[src/rtl/wmjm_pkg.sv]
// Shared types and codes of the word memory jump machine.
package wmjm_pkg;

    // Host request codes
    typedef enum logic [1:0] {
        REQ_WRITE   = 2'd0,
        REQ_READ    = 2'd1,
        REQ_EXEC    = 2'd2,
        REQ_RESTART = 2'd3
    } t_req;

    // Executed instruction kinds; the opcode values match the kind codes
    typedef enum logic [2:0] {
        K_HLT  = 3'd0,
        K_JMP  = 3'd1,
        K_RVP  = 3'd2,
        K_WVP  = 3'd3,
        K_JE   = 3'd4,
        K_JNE  = 3'd5,
        K_NONE = 3'd6
    } t_kind;

    // Memory address source
    typedef enum logic [2:0] {
        ADDR_IP  = 3'd0,
        ADDR_IP1 = 3'd1,
        ADDR_IP2 = 3'd2,
        ADDR_IP3 = 3'd3,
        ADDR_MOD = 3'd4,
        ADDR_CLR = 3'd5
    } t_addr_sel;

    // Memory write data source
    typedef enum logic [1:0] {
        WD_ZERO  = 2'd0,
        WD_HOST  = 2'd1,
        WD_A2    = 2'd2,
        WD_RDATA = 2'd3
    } t_wd_sel;

    // Instruction pointer update
    typedef enum logic [1:0] {
        IP_HOLD  = 2'd0,
        IP_PLUS3 = 2'd1,
        IP_PLUS4 = 2'd2,
        IP_MOD   = 2'd3
    } t_ip_sel;

    // Operand of the address reduction unit
    typedef enum logic [2:0] {
        MS_HADDR = 3'd0,
        MS_START = 3'd1,
        MS_A1    = 3'd2,
        MS_A2    = 3'd3,
        MS_RDATA = 3'd4
    } t_mod_sel;

    // Commands from the controller to the datapath
    typedef struct packed {
        logic      accept;
        logic      clear;
        logic      mem_re;
        logic      mem_we;
        t_addr_sel addr_sel;
        t_wd_sel   wd_sel;
        t_ip_sel   ip_sel;
        logic      set_halt;
        logic      clr_halt;
        logic      latch_kind;
        logic      latch_a1;
        logic      latch_a2;
        logic      mod_start;
        t_mod_sel  mod_sel;
        logic      finish;
    } t_cmd;

    // Status from the datapath to the controller
    typedef struct packed {
        logic  halted;
        t_kind kind;
        logic  take;
        logic  clr_last;
        logic  mod_done;
    } t_stat;

endpackage

[src/rtl/wmjm_ctrl.sv]
// Controller: sequences memory accesses and address reductions per request.
module wmjm_ctrl import wmjm_pkg::*; (
    input  logic       i_clk,
    input  logic       i_rst_n,
    input  logic       start,
    input  logic [1:0] i_req_type,
    input  t_stat      i_stat,
    output t_cmd       o_cmd,
    output logic       busy
);

    typedef enum logic [16:0] {
        S_IDLE    = 17'h00001,
        S_CLEAR   = 17'h00002,
        S_RD_OP   = 17'h00004,
        S_RD_A1   = 17'h00008,
        S_RD_A2   = 17'h00010,
        S_DEC     = 17'h00020,
        S_EXEC    = 17'h00040,
        S_TGT     = 17'h00080,
        S_MOD     = 17'h00100,
        S_SETIP   = 17'h00200,
        S_RVP_RD  = 17'h00400,
        S_RVP_WR  = 17'h00800,
        S_WVP_WR  = 17'h01000,
        S_HWR     = 17'h02000,
        S_HRD     = 17'h04000,
        S_RESTART = 17'h08000,
        S_FIN     = 17'h10000
    } t_state;

    t_state r_state;
    t_state n_state;
    t_state r_ret;
    t_state n_ret;

    // Next state and commands
    always_comb begin
        n_state = r_state;
        n_ret   = r_ret;
        o_cmd   = '0;
        unique case (r_state)
            S_CLEAR: begin
                o_cmd.clear    = 1'b1;
                o_cmd.mem_we   = 1'b1;
                o_cmd.addr_sel = ADDR_CLR;
                o_cmd.wd_sel   = WD_ZERO;
                if (i_stat.clr_last) begin
                    n_state = S_IDLE;
                end
            end
            S_IDLE: begin
                if (start) begin
                    o_cmd.accept = 1'b1;
                    unique case (t_req'(i_req_type))
                        REQ_WRITE: begin
                            o_cmd.mod_start = 1'b1;
                            o_cmd.mod_sel   = MS_HADDR;
                            n_ret           = S_HWR;
                            n_state         = S_MOD;
                        end
                        REQ_READ: begin
                            o_cmd.mod_start = 1'b1;
                            o_cmd.mod_sel   = MS_HADDR;
                            n_ret           = S_HRD;
                            n_state         = S_MOD;
                        end
                        REQ_EXEC: begin
                            n_state = i_stat.halted ? S_FIN : S_RD_OP;
                        end
                        REQ_RESTART: begin
                            o_cmd.mod_start = 1'b1;
                            o_cmd.mod_sel   = MS_START;
                            n_ret           = S_RESTART;
                            n_state         = S_MOD;
                        end
                        default: n_state = S_FIN;
                    endcase
                end
            end
            // Fetch opcode and the two operand words
            S_RD_OP: begin
                o_cmd.mem_re   = 1'b1;
                o_cmd.addr_sel = ADDR_IP;
                n_state        = S_RD_A1;
            end
            S_RD_A1: begin
                o_cmd.latch_kind = 1'b1;
                o_cmd.mem_re     = 1'b1;
                o_cmd.addr_sel   = ADDR_IP1;
                n_state          = S_RD_A2;
            end
            S_RD_A2: begin
                o_cmd.latch_a1 = 1'b1;
                o_cmd.mem_re   = 1'b1;
                o_cmd.addr_sel = ADDR_IP2;
                n_state        = S_DEC;
            end
            S_DEC: begin
                o_cmd.latch_a2 = 1'b1;
                n_state        = S_EXEC;
            end
            S_EXEC: begin
                unique case (i_stat.kind)
                    K_JMP: begin
                        o_cmd.mod_start = 1'b1;
                        o_cmd.mod_sel   = MS_A1;
                        n_ret           = S_SETIP;
                        n_state         = S_MOD;
                    end
                    K_RVP: begin
                        o_cmd.mod_start = 1'b1;
                        o_cmd.mod_sel   = MS_A2;
                        n_ret           = S_RVP_RD;
                        n_state         = S_MOD;
                    end
                    K_WVP: begin
                        o_cmd.mod_start = 1'b1;
                        o_cmd.mod_sel   = MS_A1;
                        n_ret           = S_WVP_WR;
                        n_state         = S_MOD;
                    end
                    K_JE, K_JNE: begin
                        if (i_stat.take) begin
                            o_cmd.mem_re   = 1'b1;
                            o_cmd.addr_sel = ADDR_IP3;
                            n_state        = S_TGT;
                        end else begin
                            o_cmd.ip_sel = IP_PLUS4;
                            n_state      = S_FIN;
                        end
                    end
                    default: begin
                        o_cmd.set_halt = 1'b1;
                        n_state        = S_FIN;
                    end
                endcase
            end
            // Reduce the branch target read from the third operand
            S_TGT: begin
                o_cmd.mod_start = 1'b1;
                o_cmd.mod_sel   = MS_RDATA;
                n_ret           = S_SETIP;
                n_state         = S_MOD;
            end
            S_MOD: begin
                if (i_stat.mod_done) begin
                    n_state = r_ret;
                end
            end
            S_SETIP: begin
                o_cmd.ip_sel = IP_MOD;
                n_state      = S_FIN;
            end
            S_RVP_RD: begin
                o_cmd.mem_re   = 1'b1;
                o_cmd.addr_sel = ADDR_MOD;
                n_state        = S_RVP_WR;
            end
            S_RVP_WR: begin
                o_cmd.mem_we   = 1'b1;
                o_cmd.addr_sel = ADDR_IP1;
                o_cmd.wd_sel   = WD_RDATA;
                o_cmd.ip_sel   = IP_PLUS3;
                n_state        = S_FIN;
            end
            S_WVP_WR: begin
                o_cmd.mem_we   = 1'b1;
                o_cmd.addr_sel = ADDR_MOD;
                o_cmd.wd_sel   = WD_A2;
                o_cmd.ip_sel   = IP_PLUS3;
                n_state        = S_FIN;
            end
            S_HWR: begin
                o_cmd.mem_we   = 1'b1;
                o_cmd.addr_sel = ADDR_MOD;
                o_cmd.wd_sel   = WD_HOST;
                n_state        = S_FIN;
            end
            S_HRD: begin
                o_cmd.mem_re   = 1'b1;
                o_cmd.addr_sel = ADDR_MOD;
                n_state        = S_FIN;
            end
            S_RESTART: begin
                o_cmd.ip_sel   = IP_MOD;
                o_cmd.clr_halt = 1'b1;
                n_state        = S_FIN;
            end
            S_FIN: begin
                o_cmd.finish = 1'b1;
                n_state      = S_IDLE;
            end
            default: n_state = S_IDLE;
        endcase
    end

    // State registers; reset starts the memory clear sweep
    always_ff @(posedge i_clk) begin
        if (!i_rst_n) begin
            r_state <= S_CLEAR;
            r_ret   <= S_IDLE;
        end else begin
            r_state <= n_state;
            r_ret   <= n_ret;
        end
    end

    assign busy = (r_state != S_IDLE);

endmodule

[config.mk]
export PLATFORM = sky130hd
export DESIGN_NAME = wmjm_ctrl
export DESIGN_NICKNAME = d
export VERILOG_FILES = /design/src/rtl/wmjm_pkg.sv /design/src/rtl/wmjm_ctrl.sv
export SDC_FILE = /design/constraint.sdc
export NUM_CORES = 1
export LEC_CHECK = 0
export BUFFER_PORTS_ARGS = -buffer_cell sky130_fd_sc_hd__buf_2
export CORE_MARGIN = 1.5
export CORE_UTILIZATION = 60
export CTS_BUF_LIST = sky130_fd_sc_hd__clkbuf_4 sky130_fd_sc_hd__clkbuf_8
export DETAILED_ROUTE_END_ITERATION = 10
export HOLD_SLACK_MARGIN = 0.03
export PLACE_DENSITY = 0.95
export SYNTH_ARGS = -nofsm -noshare
export SYNTH_HDL_FRONTEND = slang
export SYNTH_SLANG_ARGS = --single-unit
[constraint.sdc]
create_clock -name i_clk -period 3.6 [get_ports i_clk]
set_input_delay 0.18 -clock i_clk [delete_from_list [all_inputs] [get_ports i_clk]]
set_output_delay 0.18 -clock i_clk [all_outputs]
set_load 0.005 [all_outputs]
; ---- Word-level counts from Yosys, hierarchy flattened
; Index checks and enable logic that the tools add are counted.
[word_totals]
ff_bits = 34
output_inout_bits = 22
elab_cells = 87
[op_classes]
n_eq_ne = 31
mux = 37
reduce_logical = 17
[ops]
columns = op, count
row1 = $pmux 17 s11, 1
row2 = $pmux 17 s3, 3
row3 = $mux 17, 6
row4 = $pmux 17 s2, 2
row5 = $eq 17x1->1 const B, 1
row6 = $eq 17x10->1 const B, 1
row7 = $eq 17x11->1 const B, 1
row8 = $eq 17x12->1 const B, 1
row9 = $eq 17x13->1 const B, 1
row10 = $eq 17x14->1 const B, 1
row11 = $eq 17x15->1 const B, 1
row12 = $eq 17x16->1 const B, 1
row13 = $eq 17x17->1 const B, 1
row14 = $eq 17x2->1 const B, 1
row15 = $eq 17x3->1 const B, 1
row16 = $eq 17x4->1 const B, 1
row17 = $eq 17x5->1 const B, 1
row18 = $eq 17x6->1 const B, 1
row19 = $eq 17x7->1 const B, 1
row20 = $eq 17x8->1 const B, 1
row21 = $eq 17x9->1 const B, 1
row22 = $ne 17x1->1 const B, 1
row23 = $pmux 4 s2, 2
row24 = $pmux 3 s5, 1
row25 = other kinds (22), 52

; ---- Longest topological paths before layout
[logic_depth]
word_depth = 5
mapped_depth = 9
mapped_depth_nobuf = 7

; ---- Least setup slack after synthesis
; OpenSTA, ideal clock, no wires.
[synth_path]
path_kind = register to output
start = register r_state[13]
end = output o_cmd[14] (netlist name)
t_arrival_ps = 1949
slack_ps = 1471
path_stages_with_launch = 8
n_path_buf = 1
path_cell_list = dfxtp_1 > buf_2 > nor4_4 > nand4_4 > or3_1 > nand2b_4 > or4_4 > nand3_1
[synth_rtl]
columns = item, line
row1 = from (decl), wmjm_ctrl.sv:32  ; t_state r_state;
row2 = from (signal assigned), wmjm_ctrl.sv:204  ; r_state <= n_state;
row3 = to (decl), wmjm_ctrl.sv:8  ; output t_cmd o_cmd,

==> results by group <==
Global routing
  – Global routing usage on met1: around two fifths
  – GR Util met3: approximately 5.1%
  – Congestion Overflow GR: 0
  – Busiest layer in global routing: met2
  – Met2 usage: 55.00%
  – Largest net degree at the start of global routing: 15
  – All-Layer GR Usage: roughly a third
  – First-pass GRT wire length: around 6400 um
  – Initial antenna violation count: 0
  – Vias in the first global route: 1439

CTS
  – CTS Buffer Depth: 2
  – CTS resizes: 0
  – CTS root buf: clkbuf_4
  – CTS tree: done
  – Clock latency on the worst-skew pair: about 0.32 ns
  – CTS buffer count: 3
  – H-tree depth: 1
  – # clock sinks: 24
  – Worst-path clk slew: around 0.13 ns

Synth
  – Seq/Total Area, Yosys: approximately a third
  – Post-synth EDFFs: 0
  – Post-Syn Nets: roughly 190
  – Leading area contributor after synthesis: dfxtp_1
  – Top-area cell type share of the netlist area: about a third
  – FF+latch count, synth: 24
  – Yosys warns: 0
  – Synth top area cells: dfxtp_1 32%, nor4_4 4.3%, nor2_1 4.1%
  – Mapped cell area: approximately 1500 sq um
  – Cell count after synthesis: 180
  – Count of different cell masters after synthesis: 46
  – Post-synth ARST share: 0%
  – Avg Inst Size Synth: between 8 and 9 sq um
  – Predominant post-synthesis flop cell: dfxtp_1

STA
  – Setup violators final: 0
  – Measured slew at the worst slew-check pin: 0.8277 ns
  – Crit share post-route: between 80% and 90%
  – Max-slew headroom: between 40% and 50%
  – Setup TNS: 0 ns
  – FMAX: between 300 and 400 MHz
  – RSZ-0062 raised after global routing: no
  – Final Critical Period: 2.914 ns
  – Worst clock skew: between 0.005 and 0.006 ns
  – Fin Hold WS: about 0.16 ns
  – Hold Vio Cnt, Final: 0
  – Setup WS post-layout: a little under 0.7 ns
  – Max-slew violation count: 0

Worst setup path
  – Critical path class: flip-flop to primary output
  – Critical Path Sink: o_cmd[18]
  – R2r startpoint: r_state[12]
  – Worst EP required: roughly 3.4 ns
  – Crit path max fanout: 14
  – Setup crit start kind: flip-flop
  – FF-to-FF End: r_state[16]
  – Flop-to-flop setup slack: around 1.0 ns
  – Crit. End Element: primary output
  – Critical Path AT: 2.73 ns
  – CP startpoint: r_state[12]
  – Worst Reg2Reg Path Length in Cells: 6

Run
  – Total of max-cap violations: 0

Layout
  – Nets@finish: approximately 230
  – # diodes: 0
  – Most frequent cells in the layout: 33 x buf_2, 24 x dfxtp_1, 16 x nor2_1
  – Synth-to-layout area growth: 16.88%
  – Final non-filler cell total: approximately 240
  – Most common cell after layout, fill and taps aside: buf_2
  – Share of cells above drive strength 1: a little over a quarter

Floorplan
  – Starting Density: between 60% and 70%
  – Row cnt: 17
  – Core Box Area: around 2300 sq um
  – Die area: around 2800 sq um
  – Die width: between 50 and 60 um
  – Die Height: 52.71 um
  – Io pins: 34

Drt
  – Residual DRC: 0
  – Total Wirelength: between 3000 and 4000 um
  – Via count: about 1500
  – DRT iter0 DRCs: 88
  – Via density: between 6 and 7
  – Detail Route Antenna Nets: 0
  – Drt wl/cell: ~16 um
  – Drt pass-1 iters: 4

Power
  – Pleak: around 0.76 nW
  – Pwr Density: 318.2 nW/um^2
  – VDD IR-drop max: between 0.4 and 0.5 mV

Place
  – DP Worst Slack: ~1.1 ns
  – DP Cell Count: 236
  – Placer congestion estimate: 0.8697
  – Post-DP HPWL: between 3000 and 4000 um
  – PortBufs: 33

Outcome
  – Outcome: complete, no violations

Hold path
  – Worst min path class: input pin to flip-flop
==> how the worst min path moves through the flow <==
stage / start / slack, ns / cells after the start / end
floorplan: i_rst_n / 0.24 / 1 / r_ret[0]
global placement: i_stat[6] / 0.36 / 2 / r_state[2]
detailed placement: i_stat[6] / 0.36 / 2 / r_state[2]
CTS: i_req_type[1] / 0.16 / 3 / r_ret[14]
global route: i_req_type[1] / 0.16 / 3 / r_ret[14]
finish: i_req_type[1] / 0.16 / 3 / r_ret[14]
==> timing repair <==
action                    4_1_cts  5_1_grt
hold endpoints to repair        2        0
hold buffers                    2        0
setup buffers                   0        0
==> registers in the layout (all words and copies together), names as in the netlist <==
name / cells
r_ret: 7
r_state: 17
==> critical path, cell delays in order, from the launching register on <==
cell,delay (ns)
dfxtp_1,0.48
nor4_4,0.41
nand4_4,0.18
or3_1,0.39
nand2b_4,0.19
or4_4,0.47
o311ai_1,0.11
buf_2,0.19
==> cell usage after synthesis (3+ instances only) <==
master / instances
nor2b_1: 6
nor3_1: 6
nor4_1: 8
buf_2: 3
nand3_1: 5
a31oi_1: 4
a21oi_1: 11
or2_2: 4
inv_1: 13
a211oi_1: 5
or3_1: 8
dfxtp_1: 24
nor4_4: 3
or3_4: 3
and2_1: 6
nand2b_1: 7
nand2_1: 15
nor2_1: 16
==> metal layers <==
| metal | up-vias | part of all wire [%] |
|---|---|---|
| met5 | - | 0 |
| met3 | 13 | 6.4 |
| met4 | 0 | 3.0 |
| li1 | 716 | - |
| met2 | 73 | 51 |
| met1 | 688 | 40 |
==> through the flow <==
step	area (sq um)	utilization (%)	power, W
CTS	1733	76.14	0.0005513
global route	1733	76.14	0.0005705
finish	1733	76.14	0.0005514
global placement	1660	72.95	0.0003532
floorplan	1483	-	0.0003307
detailed placement	1660	72.95	0.0003575
==> cell type report <==
type	count	area [sq um]
multi-input cells	137	927.1
well taps	28	35.03
flip-flops and latches	24	480.5
repair buffers	35	185.2
fillers	166	543.0
clock buffers	3	22.52
clock inverters	1	30.03
inverters	14	52.55
==> power breakdown <==
| part | internal (W) | switching (W) |
|---|---|---|
| Clock | 0.000113 | 0.0000837 |
| Combinational | 0.0000380 | 0.0000424 |
| Sequential | 0.000269 | 0.00000512 |
==> cell families (layout without fill, tap and decap cells) <==
family	count (synthesis)	in the layout	share of synthesized area, %
AO/OA/AOI/OAI	28	28	11.90
flip-flops	24	24	32.41
buffers and inverters	19	53	5.063
XOR/XNOR	3	3	1.772
AND/OR/NAND/NOR	106	106	48.86
No activity file was read; power rests on OpenSTA's default activity.
